`config.mk`:
```
export PLATFORM = sky130hd
export DESIGN_NAME = packed_sample_unpack_to_float_top
export DESIGN_NICKNAME = d
export VERILOG_FILES = /design/src/hw/rtl/psu_pkg.sv /design/src/hw/rtl/packed_sample_unpack_to_float_top.sv
export SDC_FILE = /design/constraint.sdc
export NUM_CORES = 2
export LEC_CHECK = 0
export ABC_AREA = 1
export BUFFER_PORTS_ARGS = -buffer_cell sky130_fd_sc_hd__buf_2
export CAP_MARGIN = 30
export CORE_UTILIZATION = 55
export DETAILED_ROUTE_END_ITERATION = 7
export HOLD_SLACK_MARGIN = 0.06
export PLACE_DENSITY = 0.72
export SLEW_MARGIN = 15
export SYNTH_ARGS = -nofsm -noshare
export SYNTH_HDL_FRONTEND = slang
export SYNTH_SLANG_ARGS = --single-unit
```
`constraint.sdc`:
```
create_clock -name clk -period 9.2 [get_ports clk]
set_input_delay 1.84 -clock clk [delete_from_list [all_inputs] [get_ports clk]]
set_output_delay 1.84 -clock clk [all_outputs]
set_load 0.01 [all_outputs]
```
`src/hw/rtl/psu_pkg.sv`:
```
`default_nettype none

package psu_pkg;

    localparam int ElemTypeW = 3;
    localparam int CfgIndexW = 3;
    localparam int WordW = 32;

    typedef enum logic [ElemTypeW-1:0] {
        ET_INT8    = 3'd0,
        ET_UINT8   = 3'd1,
        ET_INT16   = 3'd2,
        ET_INT32   = 3'd3,
        ET_FLOAT32 = 3'd4,
        ET_FLOAT64 = 3'd5
    } elem_type_t;

    typedef enum logic [CfgIndexW-1:0] {
        REG_ELEMENT_TYPE = 3'd0,
        REG_SCALE        = 3'd1,
        REG_OFFSET       = 3'd2,
        REG_FILL         = 3'd3,
        REG_MISSING      = 3'd4
    } cfg_reg_t;

    localparam logic [31:0] CanonNan    = 32'h7FC0_0000;
    localparam logic [30:0] InfMag      = 31'h7F80_0000;
    localparam logic [31:0] ResetScale  = 32'h3F80_0000;
    localparam logic [31:0] ResetOffset = 32'h0000_0000;
    localparam logic [31:0] ResetFill   = 32'h7CF0_0000;

    function automatic logic is_nan(logic [31:0] f);
        return (f[30:23] == 8'hFF) && (f[22:0] != 23'd0);
    endfunction

    function automatic logic is_inf(logic [31:0] f);
        return (f[30:23] == 8'hFF) && (f[22:0] == 23'd0);
    endfunction

    function automatic logic is_zero(logic [31:0] f);
        return f[30:0] == 31'd0;
    endfunction

    // Leading zero counts; an all-zero word yields the full width.
    function automatic logic [5:0] lzc32(logic [31:0] v);
        logic [5:0] c;
        c = 6'd32;
        for (int i = 0; i < 32; i++) begin
            if (v[i]) begin
                c = 6'(31 - i);
            end
        end
        return c;
    endfunction

    function automatic logic [5:0] lzc48(logic [47:0] v);
        logic [5:0] c;
        c = 6'd48;
        for (int i = 0; i < 48; i++) begin
            if (v[i]) begin
                c = 6'(47 - i);
            end
        end
        return c;
    endfunction

    function automatic logic [5:0] lzc49(logic [48:0] v);
        logic [5:0] c;
        c = 6'd49;
        for (int i = 0; i < 49; i++) begin
            if (v[i]) begin
                c = 6'(48 - i);
            end
        end
        return c;
    endfunction

    // Rounds a significand whose leading one sits in bit 47 to a binary32
    // magnitude with biased exponent e, nearest even, with overflow to
    // infinity and gradual underflow into subnormals.
    function automatic logic [30:0] round_mag(logic signed [11:0] e, logic [47:0] n,
                                              logic st_in);
        logic [63:0] w;
        logic [63:0] q;
        logic [63:0] mask;
        logic        g;
        logic        st;
        logic        up;
        logic [31:0] base;
        logic [31:0] sum;
        int          sh;
        if (e >= 12'sd255) begin
            return InfMag;
        end
        if (e >= 12'sd1) begin
            sh = 24;
        end else begin
            sh = 25 - int'(e);
            if (sh > 60) begin
                sh = 60;
            end
        end
        w    = {16'd0, n};
        q    = w >> sh;
        g    = w[sh-1];
        mask = (64'd1 << (sh - 1)) - 64'd1;
        st   = (|(w & mask)) | st_in;
        up   = g & (st | q[0]);
        base = (e >= 12'sd1) ? {1'b0, e[7:0] - 8'd1, 23'd0} : 32'd0;
        sum  = base + q[31:0] + {31'd0, up};
        return sum[30:0];
    endfunction

endpackage

`default_nettype wire

```
`src/hw/rtl/packed_sample_unpack_to_float_top.sv`:
```
// Throughput: one element per cycle; each stage holds while its successor is full
// and stalled, and an empty stage takes new data even when the output waits.
// Stages: convert, fill compare and significand product, product rounding,
// offset alignment and add, sum normalisation and rounding.
// Reset clears all valid bits and loads the configuration defaults.
`default_nettype none

module packed_sample_unpack_to_float_top (
    input  wire logic                           clk,
    input  wire logic                           rst_n,
    input  wire logic                           cfg_valid,
    output logic                                cfg_ready,
    input  wire logic [psu_pkg::CfgIndexW-1:0]  cfg_index,
    input  wire logic [psu_pkg::WordW-1:0]      cfg_data,
    input  wire logic                           in_valid,
    output logic                                in_ready,
    input  wire logic [63:0]                    element_bits,
    output logic                                out_valid,
    input  wire logic                           out_ready,
    output logic [31:0]                         value_bits,
    output logic                                is_missing
);
    import psu_pkg::*;

    logic [ElemTypeW-1:0] elem_type_reg;
    logic [31:0]          scale_reg;
    logic [31:0]          offset_reg;
    logic [31:0]          fill_reg;
    logic [31:0]          missing_reg;

    assign cfg_ready = 1'b1;

    always_ff @(posedge clk or negedge rst_n) begin
        if (!rst_n) begin
            elem_type_reg <= ET_FLOAT32;
            scale_reg     <= ResetScale;
            offset_reg    <= ResetOffset;
            fill_reg      <= ResetFill;
            missing_reg   <= ResetFill;
        end else if (cfg_valid) begin
            unique case (cfg_index)
                REG_ELEMENT_TYPE: elem_type_reg <= cfg_data[ElemTypeW-1:0];
                REG_SCALE:        scale_reg     <= cfg_data;
                REG_OFFSET:       offset_reg    <= cfg_data;
                REG_FILL:         fill_reg      <= cfg_data;
                REG_MISSING:      missing_reg   <= cfg_data;
                default:          ;
            endcase
        end
    end

    // Stage valid bits and per-stage load enables.
    logic v1_reg, v2_reg, v3_reg, v4_reg, v5_reg;
    logic en1, en2, en3, en4, en5;

    assign en5      = !v5_reg || out_ready;
    assign en4      = !v4_reg || en5;
    assign en3      = !v3_reg || en4;
    assign en2      = !v2_reg || en3;
    assign en1      = !v1_reg || en2;
    assign in_ready = en1;

    always_ff @(posedge clk or negedge rst_n) begin
        if (!rst_n) begin
            v1_reg <= 1'b0;
            v2_reg <= 1'b0;
            v3_reg <= 1'b0;
            v4_reg <= 1'b0;
            v5_reg <= 1'b0;
        end else begin
            if (en1) v1_reg <= in_valid;
            if (en2) v2_reg <= v1_reg;
            if (en3) v3_reg <= v2_reg;
            if (en4) v4_reg <= v3_reg;
            if (en5) v5_reg <= v4_reg;
        end
    end

    // ---------------- Stage 1: element to binary32 ----------------
    logic [31:0] s1_val_reg, s1_val_next;

    always_comb begin
        logic signed [31:0] iv;
        logic [31:0]        mag;
        logic [5:0]         lz;
        logic [31:0]        nrm;
        logic [10:0]        e64;
        logic [51:0]        m64;
        logic [52:0]        sig;
        logic               is_int;
        iv     = 32'sd0;
        is_int = 1'b1;
        s1_val_next = CanonNan;
        e64 = element_bits[62:52];
        m64 = element_bits[51:0];
        sig = {1'b1, m64};
        unique case (elem_type_reg)
            ET_INT8:    iv = {{24{element_bits[7]}}, element_bits[7:0]};
            ET_UINT8:   iv = {24'd0, element_bits[7:0]};
            ET_INT16:   iv = {{16{element_bits[15]}}, element_bits[15:0]};
            ET_INT32:   iv = element_bits[31:0];
            default:    is_int = 1'b0;
        endcase
        mag = iv[31] ? (32'd0 - iv) : iv;
        lz  = lzc32(mag);
        nrm = mag << lz;
        if (is_int) begin
            if (mag == 32'd0) begin
                s1_val_next = 32'd0;
            end else begin
                s1_val_next = {iv[31],
                               round_mag(12'sd158 - 12'(lz), {nrm, 16'd0}, 1'b0)};
            end
        end else if (elem_type_reg == ET_FLOAT32) begin
            s1_val_next = element_bits[31:0];
        end else if (elem_type_reg == ET_FLOAT64) begin
            if (e64 == 11'h7FF) begin
                s1_val_next = (m64 != 52'd0) ? CanonNan : {element_bits[63], InfMag};
            end else if (e64 == 11'd0) begin
                s1_val_next = {element_bits[63], 31'd0};
            end else begin
                s1_val_next = {element_bits[63],
                               round_mag(12'({1'b0, e64}) - 12'sd896, sig[52:5],
                                         |sig[4:0])};
            end
        end
    end

    always_ff @(posedge clk) begin
        if (en1) s1_val_reg <= s1_val_next;
    end

    // ---------------- Stage 2: fill compare, significand product ----------------
    logic               s2_miss_reg, s2_miss_next;
    logic               s2_spec_reg, s2_spec_next;
    logic [31:0]        s2_spec_val_reg, s2_spec_val_next;
    logic               s2_sign_reg, s2_sign_next;
    logic signed [11:0] s2_e_reg, s2_e_next;
    logic [47:0]        s2_p_reg, s2_p_next;

    always_comb begin
        logic [31:0] a;
        logic [31:0] b;
        logic [23:0] ma;
        logic [23:0] mb;
        logic [7:0]  ea;
        logic [7:0]  eb;
        a  = s1_val_reg;
        b  = scale_reg;
        ma = {a[30:23] != 8'd0, a[22:0]};
        mb = {b[30:23] != 8'd0, b[22:0]};
        ea = (a[30:23] == 8'd0) ? 8'd1 : a[30:23];
        eb = (b[30:23] == 8'd0) ? 8'd1 : b[30:23];
        s2_miss_next = !is_nan(a) &&
            ((!is_nan(fill_reg) && (a == fill_reg || (is_zero(a) && is_zero(fill_reg)))) ||
             (!is_nan(missing_reg) &&
              (a == missing_reg || (is_zero(a) && is_zero(missing_reg)))));
        s2_sign_next = a[31] ^ b[31];
        s2_e_next    = 12'(ea) + 12'(eb) - 12'sd126;
        s2_p_next    = ma * mb;
        s2_spec_next = 1'b1;
        if (is_nan(a) || is_nan(b) || (is_inf(a) && is_zero(b)) ||
            (is_inf(b) && is_zero(a))) begin
            s2_spec_val_next = CanonNan;
        end else if (is_inf(a) || is_inf(b)) begin
            s2_spec_val_next = {s2_sign_next, InfMag};
        end else if (is_zero(a) || is_zero(b)) begin
            s2_spec_val_next = {s2_sign_next, 31'd0};
        end else begin
            s2_spec_next     = 1'b0;
            s2_spec_val_next = CanonNan;
        end
    end

    always_ff @(posedge clk) begin
        if (en2) begin
            s2_miss_reg     <= s2_miss_next;
            s2_spec_reg     <= s2_spec_next;
            s2_spec_val_reg <= s2_spec_val_next;
            s2_sign_reg     <= s2_sign_next;
            s2_e_reg        <= s2_e_next;
            s2_p_reg        <= s2_p_next;
        end
    end

    // ---------------- Stage 3: product normalisation and rounding ----------------
    logic        s3_miss_reg;
    logic [31:0] s3_prod_reg, s3_prod_next;

    always_comb begin
        logic [5:0]  lz;
        logic [47:0] nrm;
        lz  = lzc48(s2_p_reg);
        nrm = s2_p_reg << lz;
        if (s2_spec_reg) begin
            s3_prod_next = s2_spec_val_reg;
        end else begin
            s3_prod_next = {s2_sign_reg, round_mag(s2_e_reg - 12'(lz), nrm, 1'b0)};
        end
    end

    always_ff @(posedge clk) begin
        if (en3) begin
            s3_miss_reg <= s2_miss_reg;
            s3_prod_reg <= s3_prod_next;
        end
    end

    // ---------------- Stage 4: offset alignment and add ----------------
    logic               s4_miss_reg;
    logic               s4_spec_reg, s4_spec_next;
    logic [31:0]        s4_spec_val_reg, s4_spec_val_next;
    logic               s4_sign_reg, s4_sign_next;
    logic               s4_zsign_reg, s4_zsign_next;
    logic signed [11:0] s4_e_reg, s4_e_next;
    logic [48:0]        s4_s_reg, s4_s_next;

    always_comb begin
        logic [31:0] a;
        logic [31:0] b;
        logic [31:0] x;
        logic [31:0] y;
        logic [7:0]  ex;
        logic [7:0]  ey;
        logic [7:0]  d;
        logic [48:0] am;
        logic [48:0] bm;
        logic [48:0] bs;
        logic        st;
        a = s3_prod_reg;
        b = offset_reg;
        if (b[30:0] > a[30:0]) begin
            x = b;
            y = a;
        end else begin
            x = a;
            y = b;
        end
        ex = (x[30:23] == 8'd0) ? 8'd1 : x[30:23];
        ey = (y[30:23] == 8'd0) ? 8'd1 : y[30:23];
        d  = ex - ey;
        am = {1'b0, x[30:23] != 8'd0, x[22:0], 24'd0};
        bm = {1'b0, y[30:23] != 8'd0, y[22:0], 24'd0};
        if (d > 8'd48) begin
            bs = 49'd0;
            st = |bm;
        end else begin
            bs = bm >> d;
            st = |(bm & ((49'd1 << d) - 49'd1));
        end
        bs[0] = bs[0] | st;
        s4_s_next     = (x[31] == y[31]) ? (am + bs) : (am - bs);
        s4_sign_next  = x[31];
        s4_zsign_next = a[31] & b[31];
        s4_e_next     = 12'(ex) + 12'sd1;
        s4_spec_next  = 1'b1;
        if (is_nan(a) || is_nan(b) || (is_inf(a) && is_inf(b) && (a[31] != b[31]))) begin
            s4_spec_val_next = CanonNan;
        end else if (is_inf(a)) begin
            s4_spec_val_next = a;
        end else if (is_inf(b)) begin
            s4_spec_val_next = b;
        end else begin
            s4_spec_next     = 1'b0;
            s4_spec_val_next = CanonNan;
        end
    end

    always_ff @(posedge clk) begin
        if (en4) begin
            s4_miss_reg     <= s3_miss_reg;
            s4_spec_reg     <= s4_spec_next;
            s4_spec_val_reg <= s4_spec_val_next;
            s4_sign_reg     <= s4_sign_next;
            s4_zsign_reg    <= s4_zsign_next;
            s4_e_reg        <= s4_e_next;
            s4_s_reg        <= s4_s_next;
        end
    end

    // ---------------- Stage 5: sum normalisation, rounding, output ----------------
    logic [31:0] s5_val_reg, s5_val_next;
    logic        s5_miss_reg;

    always_comb begin
        logic [5:0]  lz;
        logic [48:0] nrm;
        lz  = lzc49(s4_s_reg);
        nrm = s4_s_reg << lz;
        if (s4_miss_reg || s4_spec_reg) begin
            s5_val_next = s4_miss_reg ? CanonNan : s4_spec_val_reg;
        end else if (s4_s_reg == 49'd0) begin
            // Exact cancellation gives +0 unless both operands were -0.
            s5_val_next = {s4_zsign_reg, 31'd0};
        end else begin
            s5_val_next = {s4_sign_reg,
                           round_mag(s4_e_reg - 12'(lz), nrm[48:1], nrm[0])};
        end
    end

    always_ff @(posedge clk) begin
        if (en5) begin
            s5_val_reg  <= s5_val_next;
            s5_miss_reg <= s4_miss_reg;
        end
    end

    assign out_valid  = v5_reg;
    assign value_bits = s5_val_reg;
    assign is_missing = s5_miss_reg;

endmodule

`default_nettype wire
```
==> impl_metrics.tcl <==
set metrics [dict create \
    drive_above_1_share_pct 15.0 \
    cp-start-kind "flop" \
    die-area_um2 134000 \
    ant_nets 0 \
    grt_pass1_wl_mm 463 \
    totalWireLength_mm 307 \
    skew_ns 0.0408 \
    fin_crit_sh_pct 103 \
    cp_top_family "simple AND/OR/NAND/NOR gates" \
    ys.warnings.count 0 \
    clock_latency_ns 0.65 \
    cp_num_buf_inv 11 \
    drv_slew 0 \
    crit_fanout 7 \
    setup_violations 23 \
    gp_congestion 1.06 \
    final_util_pct 65.3 \
    synth_ff_type "edfxtp_1" \
    core-area_um2 131000 \
    cp_slowest_cell "edfxtp_1" \
    synth_area_um2 72700 \
    rsz0062_at_grt "true" \
    antenna_found_initial 19 \
    syn_area_per_cell_um2 6.24 \
    synthCells 11700 \
    worst_pin_slew_ns 1.13 \
    path_class "flop to flop" \
    grt_max_degree 93 \
    clockRootBuffer "clkbuf_16" \
    cts_max_path_buffers 3 \
    largest_reg_flops 49 \
    drc_errors 9 \
    tritoncts "yes" \
    fin_nets 13400 \
    hold_class "flop to flop" \
    layout_common_cells "nand2_1, inv_1, nand3_1" \
    cts.sinks 392 \
    drt_first_pass_iters 8 \
    cp_common_cell "nor2_4" \
    overflow 0 \
    cts_hold_buf 0 \
    hold_viol 0 \
    status "complete, but fails checks" \
    viasPerCell 6.08 \
    async_reset_ff_share_pct 34.7 \
    cts_buffers 47 \
    track_usage_pct 44.6 \
    port_buffers 138 \
    synthDistinctLibCells 93 \
    fmax_mhz 105 \
    layout_setup_ws_ns -0.307 \
    synth_edf_count 256 \
    seq_area_frac_synth_pct 15.3 \
    violations "DRC, setup timing" \
    cp_slowest_stage_delay_ns 0.40 \
    grt_pass1_vias 81500 \
    finalSetupTns_ns -3.26 \
    crit_arrival_ns 9.86 \
    place_hpwl_mm 238 \
    wl_per_cell_um 21.6 \
    critPathRequiredTime_ns 9.56 \
    synth-seq-cells 392 \
    chipWidth_um 366 \
    die_h_um 366 \
    max_cap_viol_count 0 \
    layout_commonest_cell "nand2_1" \
    num_io_pins 140 \
    std_cell_rows 133 \
    start_util_pct 55.4 \
    htreeDepth 2 \
    end_kind "flop" \
    path_clk_slew_ns 0.06 \
    min_period_ns 9.51 \
    syn_to_final_growth_pct 17.9 \
    vias 86400 \
    first_iter_violations 12200 \
    slew_headroom_pct 23.8 \
]
[synth_stat cells (37+ instances only)]
cell type	n	area share (%)
nand3_1	1572	11
dfrtp_1	110	3.8
fa_1	487	13
buf_2	47	0.32
or2_2	40	0.34
buf_1	129	0.67
xor2_1	175	2.1
a31oi_1	37	0.32
nand4_1	181	1.6
mux2i_1	43	0.59
edfxtp_1	256	11
o211ai_1	62	0.64
ha_1	370	6.4
o22ai_1	53	0.46
nand2_1	3212	17
xnor2_1	104	1.3
nor4_1	82	0.71
o21ai_0	663	4.6
clkbuf_1	402	2.1
inv_2	37	0.19
nor3_1	140	0.96
inv_1	1705	8.8
o21ai_1	60	0.41
nor2_1	893	4.6
a21oi_1	376	2.6
[area by class of cell]
class	instances	area [um2]
tap	1755	2200
inverter	1757	6620
timing repair buffer	1232	9270
fill	11600	45500
sequential	392	11100
antenna	11	27.5
clock buffer	62	1310
clock inverter	26	254
multi-input combinational	8986	55000
[per-stage QoR]
stage / worst slack [ns] / hold slack, ns / instances / area [um2]
2_1_floorplan: -0.0382 / 0.400 / 11700 / 73000
3_3_place_gp: -0.250 / 0.404 / 13900 / 80400
3_5_place_dp: -0.595 / 0.406 / 13900 / 80500
4_1_cts: -0.128 / 0.423 / 14100 / 83500
5_1_grt: -1.14 / 0.431 / 14200 / 85800
6_report: -0.307 / 0.424 / 14200 / 85800
[routing by layer]
layer / global-route usage (%) / vias to the layer above / part of all wire (%)
met5: 0.763 / - / 0.057
li1: - / 39200 / -
met2: 67.6 / 5801 / 43
met1: 56.4 / 39900 / 37
met3: 11.6 / 1400 / 12
met4: 27.9 / 24 / 7.7
[logic make-up (layout without fill, tap and decap cells)]
family,Yosys count,after routing,share of synthesized area (%)
AO/OA/AOI/OAI,1483,1483,11.7
XOR/XNOR,285,285,3.51
adder cells (fa/ha/maj),857,857,19.8
buffers and inverters,2348,3077,12.3
flip-flops,392,392,15.3
multiplexers,44,44,0.607
other,2,86,0.0103
AND/OR/NAND/NOR,6240,6242,36.9
[worst paths after layout]
check,cells past startpoint,end,slack (ns),startpoint
worst max-delay path,75,s4_s_reg[48]$_DFFE_PP_,-0.31,s3_prod_reg[2]$_SDFFCE_PP0P_
worst min-delay path,0,s3_miss_reg$_DFFE_PP_,0.42,s2_miss_reg$_DFFE_PP_
worst max register to register,75,s4_s_reg[48]$_DFFE_PP_,-0.31,s3_prod_reg[2]$_SDFFCE_PP0P_
worst min register to register,0,s3_miss_reg$_DFFE_PP_,0.42,s2_miss_reg$_DFFE_PP_
max in group asynchronous,3,fill_reg[21]$_DFFE_PN1P_,6.84,rst_n
min in group asynchronous,1,fill_reg[24]$_DFFE_PN0P_,1.22,rst_n
[repair_timing]
item	4_1_cts	5_1_grt
pin swaps	56	172
setup buffers	141	73
gates cloned	2	2
resized for setup	105	439
endpoints found under the setup margin	26	116
Power is left out: the tool's default activity adds up to more than one toggle a clock period on the data nets, which glitch-free logic cannot reach.
